--- src/rtl/i2a_pkg.sv ---
// Package for the integer-to-ASCII formatter: item types, conversion kinds,
// sequencer states and character helpers. Depends on nothing.
package i2a_pkg;

  localparam int unsigned MaxWidth    = 63;
  localparam int unsigned BcdDigits   = 20;
  localparam int unsigned BcdW        = 4 * BcdDigits;
  localparam int unsigned IdxW        = $clog2(BcdDigits);
  localparam int unsigned DabbleSteps = 64;
  localparam int unsigned StepW       = $clog2(DabbleSteps);
  localparam int unsigned PtrDigits   = 16;

  localparam logic [7:0] ChZero    = 8'h30;
  localparam logic [7:0] ChLowerX  = 8'h78;
  localparam logic [7:0] ChMinus   = 8'h2d;
  localparam logic [7:0] ChSpace   = 8'h20;
  localparam logic [7:0] ChPercent = 8'h25;
  localparam logic [7:0] ChUpperA  = 8'h41;
  localparam logic [7:0] ChLowerA  = 8'h61;

  typedef enum logic [2:0] {
    KIND_SDEC = 3'd0,
    KIND_UDEC = 3'd1,
    KIND_HEXL = 3'd2,
    KIND_HEXU = 3'd3,
    KIND_PTR  = 3'd4,
    KIND_CHAR = 3'd5,
    KIND_PCT  = 3'd6,
    KIND_RSVD = 3'd7
  } kind_e;

  typedef enum logic [1:0] {
    C_IDLE,
    C_DABBLE,
    C_SCAN
  } conv_state_e;

  typedef enum logic [3:0] {
    T_IDLE,
    T_CONV,
    T_SETUP,
    T_PFX0,
    T_PFX1,
    T_SIGN_PRE,
    T_FILL,
    T_SIGN_POST,
    T_DIGIT
  } top_state_e;

  typedef struct packed {
    logic [2:0]  conversion_kind;
    logic [63:0] value;
    logic        wide;
    logic        zero_pad;
    logic [5:0]  field_width;
  } in_item_t;

  typedef struct packed {
    logic [7:0] out_char;
    logic       last_char;
  } out_item_t;

  typedef struct packed {
    logic        start;
    logic        hex;
    logic [63:0] mag;
  } conv_req_t;

  typedef struct packed {
    logic            done;
    logic [IdxW-1:0] len;
  } conv_sts_t;

  function automatic logic [7:0] digit_char(input logic [3:0] d, input logic upper);
    logic [7:0] base;
    begin
      if (d < 4'd10) begin
        digit_char = ChZero + {4'b0000, d};
      end else begin
        base = upper ? ChUpperA : ChLowerA;
        digit_char = base + {4'b0000, d - 4'd10};
      end
    end
  endfunction

endpackage

--- src/rtl/i2a_conv.sv ---
// Digit engine of the integer-to-ASCII formatter: shift-and-add-3 binary to BCD
// conversion, or a direct nibble load for hex, then a scan for the digit count.
// Depends on i2a_pkg.
module i2a_conv (
  input  logic                      clk_i,
  input  logic                      rst_ni,
  input  i2a_pkg::conv_req_t        req_i,
  input  logic [i2a_pkg::IdxW-1:0]  rd_idx_i,
  output i2a_pkg::conv_sts_t        sts_o,
  output logic [3:0]                rd_digit_o
);
  import i2a_pkg::*;

  conv_state_e      state_q, state_d;
  logic [StepW-1:0] cnt_q, cnt_d;
  logic [IdxW-1:0]  idx_q, idx_d;
  logic [63:0]      bin_q, bin_d;
  logic [BcdW-1:0]  bcd_q, bcd_d;
  logic [BcdW-1:0]  adj;
  logic [3:0]       scan_digit;
  logic             scan_end;

  always_comb begin
    for (int i = 0; i < BcdDigits; i++) begin
      adj[i*4 +: 4] = (bcd_q[i*4 +: 4] >= 4'd5) ? bcd_q[i*4 +: 4] + 4'd3 : bcd_q[i*4 +: 4];
    end
  end

  assign scan_digit = bcd_q[{idx_q, 2'b00} +: 4];
  assign rd_digit_o = bcd_q[{rd_idx_i, 2'b00} +: 4];
  assign scan_end   = (idx_q == '0) || (scan_digit != 4'd0);

  always_comb begin
    state_d    = state_q;
    cnt_d      = cnt_q;
    idx_d      = idx_q;
    bin_d      = bin_q;
    bcd_d      = bcd_q;
    sts_o.done = 1'b0;
    sts_o.len  = idx_q + IdxW'(1);
    case (state_q)
      C_IDLE: begin
        if (req_i.start) begin
          idx_d = IdxW'(BcdDigits - 1);
          if (req_i.hex) begin
            bcd_d   = {{(BcdW - 64){1'b0}}, req_i.mag};
            state_d = C_SCAN;
          end else begin
            bin_d   = req_i.mag;
            bcd_d   = '0;
            cnt_d   = '0;
            state_d = C_DABBLE;
          end
        end
      end
      C_DABBLE: begin
        bcd_d = {adj[BcdW-2:0], bin_q[63]};
        bin_d = {bin_q[62:0], 1'b0};
        cnt_d = cnt_q + StepW'(1);
        if (cnt_q == StepW'(DabbleSteps - 1)) begin
          state_d = C_SCAN;
        end
      end
      C_SCAN: begin
        if (scan_end) begin
          sts_o.done = 1'b1;
          state_d    = C_IDLE;
        end else begin
          idx_d = idx_q - IdxW'(1);
        end
      end
      default: begin
        state_d = C_IDLE;
      end
    endcase
  end

  always_ff @(posedge clk_i or negedge rst_ni) begin
    if (!rst_ni) begin
      state_q <= C_IDLE;
      cnt_q   <= '0;
      idx_q   <= '0;
    end else begin
      state_q <= state_d;
      cnt_q   <= cnt_d;
      idx_q   <= idx_d;
    end
  end

  always_ff @(posedge clk_i) begin
    bin_q <= bin_d;
    bcd_q <= bcd_d;
  end

endmodule

--- src/rtl/integer_to_ascii_formatter_unit.sv ---
// Top level of the integer-to-ASCII formatter: request decode, padding and
// character sequencer with the output register. Depends on i2a_pkg and i2a_conv.
//
// One request item enters on the input channel when in_valid_i is high and
// in_stall_o is low; in_stall_o stays high until the last character of that
// request has been loaded into the output register. Each character leaves as
// one item on the output channel, with last_char set on the final one.
// Decimal kinds run 64 shift-and-add-3 steps, then a scan of up to 20 digits
// for the digit count; hex and pointer kinds skip the 64 steps. A set-up
// state follows, then one character per cycle while the receiver takes them.
// Character and percent kinds skip the digit engine and go straight to set-up.
// When out_stall_i is high with an item held valid, that item holds and the sequencer waits.
// Reset empties the output register and returns the sequencer to idle.
module integer_to_ascii_formatter_unit (
  input  logic               clk_i,
  input  logic               rst_ni,
  input  logic               in_valid_i,
  output logic               in_stall_o,
  input  i2a_pkg::in_item_t  in_item_i,
  output logic               out_valid_o,
  input  logic               out_stall_i,
  output i2a_pkg::out_item_t out_item_o
);
  import i2a_pkg::*;

  top_state_e      state_q, state_d;
  logic            out_valid_q, out_valid_d;
  out_item_t       out_item_q, out_item_d;
  logic [IdxW-1:0] idx_q, idx_d;
  logic [IdxW-1:0] len_q, len_d;
  logic [5:0]      fill_q, fill_d;
  logic [5:0]      width_q, width_d;
  logic            neg_q, neg_d;
  logic            zpad_q, zpad_d;
  logic            ptr_q, ptr_d;
  logic            raw_q, raw_d;
  logic            hex_q, hex_d;
  logic            upper_q, upper_d;
  logic [7:0]      char_q, char_d;

  conv_req_t   conv_req;
  conv_sts_t   conv_sts;
  logic [3:0]  rd_digit;
  kind_e       kind;
  logic [63:0] sval;
  logic [63:0] uval;
  logic [5:0]  lenneg;
  logic        accept;
  logic        adv;
  logic        emit;
  logic [7:0]  emit_char;
  logic        emit_last;

  i2a_conv u_conv (
    .clk_i      (clk_i),
    .rst_ni     (rst_ni),
    .req_i      (conv_req),
    .rd_idx_i   (idx_q),
    .sts_o      (conv_sts),
    .rd_digit_o (rd_digit)
  );

  assign in_stall_o  = (state_q != T_IDLE);
  assign accept      = in_valid_i && !in_stall_o;
  assign adv         = !out_valid_q || !out_stall_i;
  assign out_valid_o = out_valid_q;
  assign out_item_o  = out_item_q;
  assign kind        = kind_e'(in_item_i.conversion_kind);
  assign sval        = in_item_i.wide ? in_item_i.value
                                      : {{32{in_item_i.value[31]}}, in_item_i.value[31:0]};
  assign uval        = in_item_i.wide ? in_item_i.value : {32'b0, in_item_i.value[31:0]};
  assign lenneg      = {1'b0, len_q} + {5'b0, neg_q};

  always_comb begin
    state_d   = state_q;
    idx_d     = idx_q;
    len_d     = len_q;
    fill_d    = fill_q;
    width_d   = width_q;
    neg_d     = neg_q;
    zpad_d    = zpad_q;
    ptr_d     = ptr_q;
    raw_d     = raw_q;
    hex_d     = hex_q;
    upper_d   = upper_q;
    char_d    = char_q;
    conv_req  = '0;
    emit      = 1'b0;
    emit_char = ChSpace;
    emit_last = 1'b0;
    case (state_q)
      T_IDLE: begin
        if (accept) begin
          zpad_d  = in_item_i.zero_pad;
          width_d = (in_item_i.field_width > 6'(MaxWidth)) ? 6'(MaxWidth)
                                                           : in_item_i.field_width;
          neg_d   = 1'b0;
          ptr_d   = 1'b0;
          raw_d   = 1'b0;
          hex_d   = 1'b0;
          upper_d = 1'b0;
          char_d  = ChPercent;
          conv_req.start = 1'b1;
          state_d = T_CONV;
          case (kind)
            KIND_SDEC: begin
              neg_d        = sval[63];
              conv_req.mag = sval[63] ? 64'd0 - sval : sval;
            end
            KIND_UDEC: begin
              conv_req.mag = uval;
            end
            KIND_HEXL, KIND_HEXU: begin
              hex_d        = 1'b1;
              upper_d      = (kind == KIND_HEXU);
              conv_req.hex = 1'b1;
              conv_req.mag = uval;
            end
            KIND_PTR: begin
              hex_d        = 1'b1;
              ptr_d        = 1'b1;
              width_d      = '0;
              conv_req.hex = 1'b1;
              conv_req.mag = in_item_i.value;
            end
            KIND_CHAR: begin
              raw_d          = 1'b1;
              char_d         = in_item_i.value[7:0];
              len_d          = IdxW'(1);
              conv_req.start = 1'b0;
              state_d        = T_SETUP;
            end
            default: begin
              raw_d          = 1'b1;
              len_d          = IdxW'(1);
              conv_req.start = 1'b0;
              state_d        = T_SETUP;
            end
          endcase
        end
      end
      T_CONV: begin
        if (conv_sts.done) begin
          len_d   = ptr_q ? IdxW'(PtrDigits) : conv_sts.len;
          state_d = T_SETUP;
        end
      end
      T_SETUP: begin
        idx_d  = len_q - IdxW'(1);
        fill_d = (width_q > lenneg) ? width_q - lenneg : 6'd0;
        if (ptr_q) begin
          state_d = T_PFX0;
        end else if (zpad_q) begin
          state_d = neg_q ? T_SIGN_PRE : ((fill_d != '0) ? T_FILL : T_DIGIT);
        end else begin
          state_d = (fill_d != '0) ? T_FILL : (neg_q ? T_SIGN_POST : T_DIGIT);
        end
      end
      T_PFX0: begin
        emit_char = ChZero;
        if (adv) begin
          emit    = 1'b1;
          state_d = T_PFX1;
        end
      end
      T_PFX1: begin
        emit_char = ChLowerX;
        if (adv) begin
          emit    = 1'b1;
          state_d = T_DIGIT;
        end
      end
      T_SIGN_PRE: begin
        emit_char = ChMinus;
        if (adv) begin
          emit    = 1'b1;
          state_d = (fill_q != '0) ? T_FILL : T_DIGIT;
        end
      end
      T_FILL: begin
        emit_char = zpad_q ? ChZero : ChSpace;
        if (adv) begin
          emit   = 1'b1;
          fill_d = fill_q - 6'd1;
          if (fill_q == 6'd1) begin
            state_d = (!zpad_q && neg_q) ? T_SIGN_POST : T_DIGIT;
          end
        end
      end
      T_SIGN_POST: begin
        emit_char = ChMinus;
        if (adv) begin
          emit    = 1'b1;
          state_d = T_DIGIT;
        end
      end
      T_DIGIT: begin
        emit_char = raw_q ? char_q : digit_char(rd_digit, upper_q && hex_q);
        emit_last = (idx_q == '0);
        if (adv) begin
          emit  = 1'b1;
          idx_d = idx_q - IdxW'(1);
          if (idx_q == '0) begin
            state_d = T_IDLE;
          end
        end
      end
      default: begin
        state_d = T_IDLE;
      end
    endcase
  end

  always_comb begin
    out_valid_d = out_valid_q && out_stall_i;
    out_item_d  = out_item_q;
    if (emit) begin
      out_valid_d          = 1'b1;
      out_item_d.out_char  = emit_char;
      out_item_d.last_char = emit_last;
    end
  end

  always_ff @(posedge clk_i or negedge rst_ni) begin
    if (!rst_ni) begin
      state_q     <= T_IDLE;
      out_valid_q <= 1'b0;
      idx_q       <= '0;
      len_q       <= '0;
      fill_q      <= '0;
    end else begin
      state_q     <= state_d;
      out_valid_q <= out_valid_d;
      idx_q       <= idx_d;
      len_q       <= len_d;
      fill_q      <= fill_d;
    end
  end

  always_ff @(posedge clk_i) begin
    out_item_q <= out_item_d;
    width_q    <= width_d;
    neg_q      <= neg_d;
    zpad_q     <= zpad_d;
    ptr_q      <= ptr_d;
    raw_q      <= raw_d;
    hex_q      <= hex_d;
    upper_q    <= upper_d;
    char_q     <= char_d;
  end

endmodule
--- config.mk ---
export PLATFORM = sky130hd
export DESIGN_NAME = integer_to_ascii_formatter_unit
export DESIGN_NICKNAME = d
export VERILOG_FILES = /design/src/rtl/i2a_pkg.sv /design/src/rtl/i2a_conv.sv /design/src/rtl/integer_to_ascii_formatter_unit.sv
export SDC_FILE = /design/constraint.sdc
export NUM_CORES = 1
export LEC_CHECK = 0
export BUFFER_PORTS_ARGS = -buffer_cell sky130_fd_sc_hd__buf_2
export CAP_MARGIN = 30
export CORE_ASPECT_RATIO = 1.75
export CORE_MARGIN = 2
export CORE_UTILIZATION = 50
export CTS_CLUSTER_SIZE = 12
export DETAILED_ROUTE_END_ITERATION = 6
export PLACE_DENSITY = 0.65
export RECOVER_POWER = 25
export SYNTH_ARGS = -nofsm -noshare
export SYNTH_HDL_FRONTEND = slang
export SYNTH_SLANG_ARGS = --single-unit
--- constraint.sdc ---
create_clock -name clk_i -period 7.7 [get_ports clk_i]
set_input_delay 0.385 -clock clk_i [delete_from_list [all_inputs] [get_ports clk_i]]
set_output_delay 0.385 -clock clk_i [all_outputs]
set_load 0.01 [all_outputs]
==> metrics.md, run 1 <==
| Metric | Value |
|---|---|
| Fin nets | `1,707` |
| Layout cell share with drive strength beyond 1 | `between 10% and 20%` |
| Synth Register Bits | `207` |
| Reg-to-Reg End | `u_conv.bcd_q[55]$_DFFE_PP_` |
| Power per cell area | `slightly below 400 nW/um^2` |
| Initial DRC Count | `roughly 790` |
| Setup violators final | `0` |
| Fillcell total | `2,570` |
| DRT Pass-1 Iters | `7` |
| Fin. max-slew vios | `211` |
| RSZ-0062 raised after global routing | `no` |
| Post-route minimum period | `about 4.9 ns` |
| Register area | `6050 um^2` |
| Cells after Synth | `1,510` |
| Post-DR wirelength/cell | `21.5 um` |
| Worst hold endpoint | `zpad_q$_DFFE_PP_` |
| Longest Clk Path Bufs | `3` |
| Worst reg2reg path depth | `8` |
| CTS root buffer | `clkbuf_16` |
| Sequential share of the synthesized area | `around 42%` |
| GR peak layer | `met2` |
| Initial Utilization | `between 50% and 60%` |
| CP arrival | `5.15 ns` |
| Hold Startpoint | `in_item_i[6]` |
| Status | `complete, but fails checks` |
| CTS sink cnt | `207` |
| Clock skew | `0.0178 ns` |
| Leakage | `0.00572 uW` |
| Worst EP required | `7.97 ns` |
| Max VDD drop | `0.226 mV` |
| Cell variety after synth | `84` |
| M1 GR Usage | `between 30% and 40%` |
| CTS Buf Count | `22` |
| Worst setup path class | `in -> reg` |
| CP most frequent cell | `clkbuf_1` |
| Top_reg_cell synth | `edfxtp_1` |
| Clock insertion delay at the later pin of the skew report | `0.54 ns` |
| Cts hold-fix bufs | `1` |
| Global-route wire length before repair | `65,900 um` |
| CTS tree | `yes` |
| Antenna cells | `0` |
| Die ar. | `29,900 um^2` |
| Post-synthesis net count | `1,649` |
| Post-CTS Setup Bufs | `0` |
| Vias per inst | `~6.3` |
| Largest stage delay on the critical path | `1.76 ns` |
| Grt met2 use | `between 50% and 60%` |
| Multi-input combinational cell area | `7670 um^2` |
| Vias in the first global route | `12,100` |
| Maximum fanout along the worst path | `52` |
| Slowest cell on crit path | `clkbuf_1` |
| Placer congestion estimate | `0.940` |
| Min-Delay Path Depth | `1` |
| Start point of the critical path | `in_item_i[74]` |
| Mapped Area | `14,200 um^2` |
| FP Rows | `81` |
| EDFF count, synth | `~170` |
| Total Routing Usage GR | `27.9%` |
| H-tree levels | `1` |
| Final core utilization | `56.1%` |
| Part of the cycle the worst path needs | `~63%` |
| Detailed-route via count | `around 12,000` |
| GRT met3 Usage | `2.58%` |
| Die H | `approximately 230 um` |
| Area grow syn2layout | `10.2%` |
| Slew margin rel. | `-135%` |
| Initial antenna violation count | `0` |
| Syn avg cell area | `9.43 um^2` |
| Total Routed Length | `42,100 um` |
| Critical path, cell by cell | `clkbuf_1 -> o21ai_0 -> clkbuf_1 -> nand4_1 -> clkbuf_1 -> nor3_1 -> nand2_1 -> o21ai_0 -> a221o_1` |
| Fmax | `between 0.2 and 0.25 GHz` |
| Post-route ant nets | `0` |
| Final Hold Fails | `0` |
| Largest net degree at the start of global routing | `80` |
| Buf/Inv on CP | `3` |
| IO Pins | `90` |
| Reg2reg start | `u_conv.state_q[1]$_DFFE_PN0P_` |
| CP delay by family, top | `buffers and inverters` |
| DRC violation count after routing | `4` |
| Core Area | `28,000 um^2` |
| Post-DP HPWL | `a little over 30,000 um` |
| DIE WIDTH | `132 um` |
| HP Class | `in -> reg` |
| Max-cap viol count | `4` |
| Violated checks | `design-rule violations, max-capacitance violations, max-slew violations` |
| Final TNS setup | `0 ns` |
| Warnings from Yosys | `0` |
| IO Port Bufs | `89` |
| Worst Max-Slew Pin Slew | `3.53 ns` |
| Gr ovfl total | `0` |
| Most frequent cells in the layout | `edfxtp_1 (173), nand2_1 (148), a21oi_1 (135)` |
| R2R Setup Slk | `2.84 ns` |
| Ys async rst share | `16.4%` |
| CP Launch Type | `input port` |
| Clk slew on worst S/H paths | `0.07 ns` |
| Most common cell after layout, fill and taps aside | `edfxtp_1` |
| Critical Path End Type | `flop` |
| Post-CTS sizing | `0` |
## layer usage
| metal | wire length, um | vias up |
|---|---|---|
| met5 | 0 | - |
| met4 | 2630 | 0 |
| met3 | 2070 | 130 |
| met2 | 22000 | 436 |
| met1 | 15400 | 5940 |
| li1 | - | 5749 |
## worst reg2reg max path, stage by stage, from the launching register on
cell	delay [ns]
dfrtp_1	0.62
nand2b_2	0.25
clkbuf_1	2.48
nand4_1	0.27
buf_4	0.40
nor2_1	0.12
buf_4	0.27
nand2_1	0.12
o21ai_0	0.09
## where the power goes
part / leakage (uW) / switching (uW) / internal [uW]
registers: 0.00211 / 502 / 1930
logic: 0.00327 / 1620 / 1080
clock network: 0.000332 / 457 / 579
## area by class of cell
cell class	count	area share, %
clock buffer	36	4.16
multi-input combinational	1159	48.9
timing repair buffer	106	3.58
sequential	207	38.5
clock inverter	3	0.167
inverter	72	1.72
tap	373	2.97
## through the flow
step / total power [uW] / hold WS, ns / instance area [um^2] / setup WS, ns / std cells
after global placement: 5040 / 0.499 / 15000 / 4.01 / 1915
after CTS: 6160 / 0.0293 / 15700 / 4.02 / 1955
final: 6170 / 0.0724 / 15700 / 2.82 / 1956
after detailed placement: 5110 / 0.512 / 15000 / 4.03 / 1915
after global routing: 6600 / 0.0784 / 15700 / 2.37 / 1956
after floorplan: 4320 / 0.0894 / 14200 / 1.74 / 1510
## cells in the mapped netlist, types with 8 or more instances
library cell	count	area (um^2)
edfxtp_1	173	5190
ha_1	59	738
nor4_1	31	194
buf_2	8	40.0
nor2b_1	26	163
nand2b_1	28	175
a221o_1	8	80.1
clkbuf_1	58	218
and2_1	15	93.8
mux4_2	20	450
a22oi_1	17	128
xnor2_1	43	377
or3_1	14	87.6
o32ai_1	17	149
a21oi_1	136	681
o21ai_0	126	631
dfrtp_1	34	851
nand4_1	10	62.6
nor2_1	126	473
o21ai_1	8	40.0
nand2_1	148	556
inv_1	71	267
xor2_1	42	368
o31ai_1	22	165
o211ai_1	11	82.6
a31oi_1	12	75.1
o22ai_1	16	100
mux2i_1	16	160
nor3b_1	27	203
and3_1	9	56.3
nand3_1	15	75.1
nor3_1	40	200
## sequential cells by signal, summed over array words and instances, names as in the netlist, 2 cells and up
| signal | cells |
|---|---|
| u_conv.state_q | 2 |
| fill_q | 6 |
| char_q | 8 |
| u_conv.idx_q | 5 |
| u_conv.bin_q | 64 |
| width_q | 6 |
| len_q | 5 |
| u_conv.cnt_q | 6 |
| out_item_o | 9 |
| u_conv.bcd_q | 80 |
| idx_q | 5 |
| state_q | 4 |
## cells by family (layout without fill, tap and decap cells)
kind of cell             after synthesis  count (layout)  synth area share, %
flip-flops                           207             207                 42.5
adder cells (fa/ha/maj)               60              60                 5.33
AND/OR/NAND/NOR                      525             525                 18.6
XOR/XNOR                              85              85                 5.23
multiplexers                          39              39                 4.53
AO/OA/AOI/OAI                        450             450                 19.9
buffers and inverters                144             217                 3.87
## worst max path at each step
stage                                 endpoint  slack (ns)  cells after the start
floorplan            u_conv.bcd_q[0]$_DFFE_PP_        1.74                      5
global placement    u_conv.bcd_q[49]$_DFFE_PP_        4.01                     10
detailed placement  u_conv.bcd_q[25]$_DFFE_PP_        4.03                      6
CTS                 u_conv.bcd_q[25]$_DFFE_PP_        4.02                      6
global route        u_conv.bcd_q[62]$_DFFE_PP_        2.37                      8
finish              u_conv.bin_q[62]$_DFFE_PP_        2.82                      9
Note: power is estimated with default switching activity, not from simulation.
==> run 2, diff against run 1 <==
==> constraint.sdc (replaced) <==
create_clock -name clk_i -period 4.8 [get_ports clk_i]
set_input_delay 0.24 -clock clk_i [delete_from_list [all_inputs] [get_ports clk_i]]
set_output_delay 0.24 -clock clk_i [all_outputs]
set_load 0.01 [all_outputs]
==> metrics.md, run 2 (synthesized netlist as in run 1, its figures left out) <==
| Metric | Value |
|---|---|
| DRC violation count after routing | `0 (-4)` |
| Post-DP HPWL | `31,200 um (+1.7%)` |
| Post-CTS Setup Bufs | `0 (unchanged)` |
| Slowest cell on crit path | `clkbuf_1` |
| Post-route minimum period | `4.00 ns` |
| CTS tree | `yes` |
| Part of the cycle the worst path needs | `about 83%` |
| CTS sink cnt | `207 (unchanged)` |
| Status | `complete, but fails checks` |
| Reg2reg start | `idx_q[0]$_DFFE_PN0P_` |
| Clock insertion delay at the later pin of the skew report | `0.54 ns (about the same)` |
| DRT Pass-1 Iters | `7 (unchanged)` |
| Critical Path End Type | `flop` |
| WHS | `0.0233 ns (-0.0491 ns)` |
| Most common cell after layout, fill and taps aside | `edfxtp_1` |
| Fillcell total | `2,621 (+2.0%)` |
| Layout cell share with drive strength beyond 1 | `10.7% (+0.30 points)` |
| DIE WIDTH | `132 um (unchanged)` |
| Vias in the first global route | `12,200 (+0.24%)` |
| Initial antenna violation count | `0 (unchanged)` |
| Area grow syn2layout | `10.4%` |
| Core Area | `28,000 um^2 (unchanged)` |
| Max-cap viol count | `3 (-1)` |
| Initial Utilization | `50.9% (unchanged)` |
| CTS root buffer | `clkbuf_16` |
| Post-DR wirelength/cell | `21.6 um (+0.36%)` |
| Total Routing Usage GR | `28.0% (+0.14 points)` |
| Critical path, cell by cell | `clkbuf_1 -> nor2b_1 -> buf_4 -> nand2b_1 -> nand2_1 -> clkbuf_1 -> nor2_1 -> o211a_1 -> a211oi_1 -> o22ai_1` |
| Worst EP required | `5.01 ns (-2.96 ns)` |
| Slew margin rel. | `-40.1% (+95 points)` |
| IO Pins | `90 (unchanged)` |
| Multi-input combinational cell area | `7670 um^2 (about the same)` |
| Initial DRC Count | `964 (+22%)` |
| Final Hold Fails | `0 (unchanged)` |
| Start point of the critical path | `in_item_i[7]` |
| H-tree levels | `1 (unchanged)` |
| Placer congestion estimate | `0.899 (-4.3%)` |
| Clock skew | `0.0287 ns (+0.0109 ns)` |
| RSZ-0062 raised after global routing | `no` |
| Antenna cells | `0 (unchanged)` |
| CP Launch Type | `input port` |
| Clk slew on worst S/H paths | `0.07 ns (about the same)` |
| CP most frequent cell | `clkbuf_1` |
| Max VDD drop | `0.304 mV (+34%)` |
| Most frequent cells in the layout | `edfxtp_1 (173), nand2_1 (148), a21oi_1 (135)` |
| CP delay by family, top | `buffers and inverters` |
| Fin cells | `1,959 (+0.15%)` |
| Detailed-route via count | `12,300 (+0.40%)` |
| Longest Clk Path Bufs | `3 (unchanged)` |
| Largest stage delay on the critical path | `1.33 ns (-0.43 ns)` |
| Buf/Inv on CP | `3 (unchanged)` |
| HP Class | `in -> reg` |
| CP arrival | `4.21 ns (-0.94 ns)` |
| Setup violators final | `0 (unchanged)` |
| Leakage | `0.00574 uW (+0.48%)` |
| Violated checks | `max-capacitance violations, max-slew violations` |
| CTS Buf Count | `23 (+4.5%)` |
| Max FFs per register | `80 (unchanged)` |
| Final TNS setup | `0 ns (unchanged)` |
| Power per cell area | `631 nW/um^2 (+61%)` |
| FP Rows | `81 (unchanged)` |
| Global-route wire length before repair | `66,200 um (+0.50%)` |
| Placed cell count | `1,918 (+0.16%)` |
| Fin. max-slew vios | `158 (-25%)` |
| Total Routed Length | `42,400 um (+0.51%)` |
| Post-route ant nets | `0 (unchanged)` |
| Die H | `227 um (unchanged)` |
| Worst Max-Slew Pin Slew | `2.10 ns (-1.42 ns)` |
| IO Port Bufs | `89 (unchanged)` |
| Maximum fanout along the worst path | `42 (-19%)` |
| Fmax | `0.250 GHz` |
| Largest Register | `u_conv.bcd_q` |
| Largest net degree at the start of global routing | `80 (unchanged)` |
| Fin nets | `1,711 (+0.23%)` |
| Die ar. | `29,900 um^2 (unchanged)` |
| Worst setup path class | `in -> reg` |
| Hold Startpoint | `in_item_i[3]` |
| Vias per inst | `6.28 (+0.25%)` |
| Register area | `6050 um^2 (unchanged)` |
| Gr ovfl total | `0 (unchanged)` |
run 2: area by class of cell:
type                    instances  area share (%)
multi-input cells            1159            48.8
clock buffers                  28            3.91
inverters                      72            1.72
clock inverters                11           0.509
flip-flops and latches        207            38.4
repair buffers                109            3.68
well taps                     373            2.97
run 2: power by group:
part           internal [uW]  total (uW)  switching, uW
combinational           1720        4220           2510
clock                    958        1700            747
sequential              3090        3990            901
run 2: metrics by stage:
| step | power, uW | utilization, % | cell area [um^2] | worst slack, ns |
|---|---|---|---|---|
| floorplan | 6900 | - | 14200 | 0.628 |
| global placement | 8100 | 53.8 | 15100 | 1.36 |
| detailed placement | 8210 | 53.8 | 15100 | 1.28 |
| CTS | 9940 | 56.4 | 15800 | 1.22 |
| global route | 10600 | 56.2 | 15700 | 0.660 |
| finish | 9920 | 56.2 | 15700 | 0.796 |
run 2: path summary, 6_finish.rpt:
kind                                              end  slack [ns]  depth (start not counted)
setup / recovery           u_conv.bcd_q[42]$_DFFE_PP_        0.80                         10
hold / removal               width_q[3]$_SDFFCE_PP0P_        0.02                          2
setup reg to reg              out_item_o[3]$_DFFE_PP_        1.01                         10
hold reg to reg             u_conv.bin_q[1]$_DFFE_PP_        0.53                          1
max in group asynchronous        len_q[1]$_DFFE_PN0P_        2.73                          2
min in group asynchronous        idx_q[4]$_DFFE_PN0P_        0.86                          2
run 2: metal layers:
| metal | GRT usage (%) | part of all wire, % | up-vias |
|---|---|---|---|
| met4 | 15.5 | 5.6 | 0 |
| met1 | 31.0 | 37 | 5959 |
| met3 | 2.76 | 4.8 | 130 |
| met5 | 0 | 0 | - |
| met2 | 52.6 | 53 | 455 |
| li1 | - | - | 5760 |
run 2: what timing repair did:
action                                 in CTS  in global routing
endpoints found under the hold margin      35                  0
hold buffers                                2                  0
gates resized for setup                     0                  0
==> run 3, diff against run 2 <==
--- a/config.mk
+++ b/config.mk
@@ -12,7 +12,7 @@
 export CORE_UTILIZATION = 50
 export CTS_CLUSTER_SIZE = 12
 export DETAILED_ROUTE_END_ITERATION = 6
-export PLACE_DENSITY = 0.65
+export PLACE_DENSITY = 0.67
 export RECOVER_POWER = 25
 export SYNTH_ARGS = -nofsm -noshare
 export SYNTH_HDL_FRONTEND = slang
==> constraint.sdc (replaced) <==
create_clock -name clk_i -period 3.3 [get_ports clk_i]
set_input_delay 0.165 -clock clk_i [delete_from_list [all_inputs] [get_ports clk_i]]
set_output_delay 0.165 -clock clk_i [all_outputs]
set_load 0.01 [all_outputs]
==> metrics.md, run 3 (synthesized netlist as in run 1, its figures left out) <==
| Metric | Value |
|---|---|
| Layout cell share with drive strength beyond 1 | `12.1% (+1.4 points)` |
| Status | `complete, but fails checks` |
| Post-route cell area | `16,100 um^2 (+2.4%)` |
| Placed cell areas | `15,300 um^2 (+2.0%)` |
| H-tree levels | `1 (unchanged)` |
| Violated checks | `max-capacitance violations, max-slew violations` |
| Slowest cell on crit path | `or4b_1` |
| Initial antenna violation count | `0 (unchanged)` |
| Hold Startpoint | `in_item_i[58]` |
| CTS tree | `yes` |
| CTS root buffer | `clkbuf_16` |
| Antenna cells | `0 (unchanged)` |
| Die H | `227 um (unchanged)` |
| DRC violation count after routing | `0 (unchanged)` |
| Global-route wire length before repair | `68,500 um (+3.4%)` |
| Area grow syn2layout | `13.1%` |
| Detailed-route via count | `12,600 (+2.7%)` |
| Pre-CTS WS | `0.271 ns (-1.01 ns)` |
| Critical path, cell by cell | `dlygate4sd3_1 -> buf_2 -> inv_1 -> ha_1 -> or4b_1 -> nor3_1 -> buf_4 -> and3_1 -> nand3b_1 -> o211a_1 -> a211oi_1 -> o22ai_1` |
| Worst EP required | `3.49 ns (-1.52 ns)` |
| IO Port Bufs | `89 (unchanged)` |
| Final TNS setup | `0 ns (unchanged)` |
| Leakage | `0.00595 uW (+3.6%)` |
| Fin nets | `1,760 (+2.9%)` |
| Worst setup path class | `in -> reg` |
| Final Hold Fails | `0 (unchanged)` |
| Max FFs per register | `80 (unchanged)` |
| IO Pins | `90 (unchanged)` |
| Initial Utilization | `50.9% (unchanged)` |
| Post-CTS Setup Bufs | `0 (unchanged)` |
| Placer congestion estimate | `1.01 (+12%)` |
| Max VDD drop | `0.416 mV (+37%)` |
| Maximum fanout along the worst path | `4 (-90%)` |
| DIE WIDTH | `132 um (unchanged)` |
| Buf/Inv on CP | `4 (+1)` |
| Clock insertion delay at the later pin of the skew report | `0.52 ns (-0.02 ns)` |
| Post-DP HPWL | `32,400 um (+3.8%)` |
| Longest Clk Path Bufs | `3 (unchanged)` |
| Post-DR wirelength/cell | `21.8 um (+0.82%)` |
| CP delay by family, top | `simple AND/OR/NAND/NOR gates` |
| Power per cell area | `903 nW/um^2 (+43%)` |
| Most frequent cells in the layout | `edfxtp_1 (173), nand2_1 (148), a21oi_1 (135)` |
| Final worst slack | `0.144 ns (-0.652 ns)` |
| CTS Buf Count | `22 (-4.3%)` |
| Fmax | `0.317 GHz` |
| Post-route minimum period | `around 3.2 ns` |
| DRT Pass-1 Iters | `5 (-2)` |
| Initial DRC Count | `895 (-7.2%)` |
| CP Launch Type | `input port` |
| Clk slew on worst S/H paths | `0.06 ns (about the same)` |
| Die ar. | `29,900 um^2 (unchanged)` |
| Core Area | `28,000 um^2 (unchanged)` |
| Max-cap viol count | `2 (-1)` |
| FP Rows | `81 (unchanged)` |
| Vias per inst | `6.29 (+0.16%)` |
| CP arrival | `3.35 ns (-0.86 ns)` |
| Total Routed Length | `43,800 um (+3.3%)` |
| Part of the cycle the worst path needs | `between 90% and 100%` |
| Post-route ant nets | `0 (unchanged)` |
| Worst Max-Slew Pin Slew | `2.01 ns (-0.0894 ns)` |
| Setup violators final | `0 (unchanged)` |
| Total Routing Usage GR | `29.1% (+1.1 points)` |
| Clock skew | `0.0115 ns (-0.0172 ns)` |
| Total chip power | `14,500 uW (+47%)` |
| Fillcell total | `2,526 (-3.6%)` |
| Largest net degree at the start of global routing | `79 (-1.3%)` |
| Fin. max-slew vios | `114 (-28%)` |
| Vias in the first global route | `12,800 (+5.6%)` |
| Gr ovfl total | `0 (unchanged)` |
| CTS sink cnt | `207 (unchanged)` |
| Critical Path End Type | `flop` |
| RSZ-0062 raised after global routing | `no` |
| Most common cell after layout, fill and taps aside | `edfxtp_1` |
| Start point of the critical path | `in_item_i[8]` |
| Largest stage delay on the critical path | `0.58 ns (-0.75 ns)` |
| Slew margin rel. | `-34.2% (+6.0 points)` |
| Reg2reg start | `neg_q$_SDFFCE_PN0P_` |
| HP Class | `in -> reg` |
| Largest Register | `u_conv.bcd_q` |
[run 3: cell types whose count changed in the layout (fill, tap and decap cells not counted), sizes merged]
cell | previous run | this run
buf | 88 | 123
dlygate4sd3 | 2 | 16
inv | 72 | 71
clkbuf | 47 | 52
bufinv | 1 | 0
clkinv | 10 | 7
[run 3: stage by stage]
step	hold WS (ns)	utilization (%)	cells
floorplan	-0.131	-	1510
global placement	0.316	54.9	1954
detailed placement	0.313	54.9	1954
CTS	0.00135	57.7	2008
global route	0.0220	57.6	2008
finish	0.0170	57.6	2008
[run 3: timing repair]
action,CTS,global route
hold endpoints to repair,49,0
hold buffers,16,0
resized for setup,0,0
[run 3: layout make-up]
cell class	count	area [um^2]	share of cell area (%)
clock buffer	32	609	3.78
multi-input combinational	1159	7680	47.7
timing repair buffer	159	1010	6.27
tap	373	467	2.90
clock inverter	6	28.8	0.179
sequential	207	6050	37.5
inverter	72	270	1.68
[run 3: where the power goes]
part           switching (uW)  internal [uW]
Clock                    1040           1280
Combinational            3870           2670
Sequential               1210           4480
[run 3: final timing paths]
path | end | slack (ns) | depth (start not counted)
setup / recovery | u_conv.bcd_q[42]$_DFFE_PP_ | 0.14 | 12
setup reg to reg | state_q[0]$_DFFE_PN0P_ | 0.28 | 10
hold / removal | u_conv.bcd_q[50]$_DFFE_PP_ | 0.02 | 3
hold reg to reg | u_conv.bin_q[11]$_DFFE_PP_ | 0.53 | 2
max in group asynchronous | out_valid_o$_DFF_PN0_ | 1.38 | 2
min in group asynchronous | len_q[4]$_DFFE_PN0P_ | 0.76 | 2
[run 3: per-layer routing]
layer	routed length, um	global-route usage [%]	part of all wire [%]
met5	0	0	0
met3	2240	2.74	5.1
met2	22300	52.8	51
met4	3530	21.0	8.1
met1	15700	31.8	36
[run 3: worst register-to-register path, cell delays in order, from the launching register on]
cell and delay (ns):
edfxtp_1 0.45, ha_1 0.23, ha_1 0.32, fa_1 0.45, nand2b_1 0.20, a21bo_2 0.22, a211oi_1 0.27, o31ai_1 0.14
and3_1 0.23, o31ai_1 0.27, a2bb2oi_1 0.11
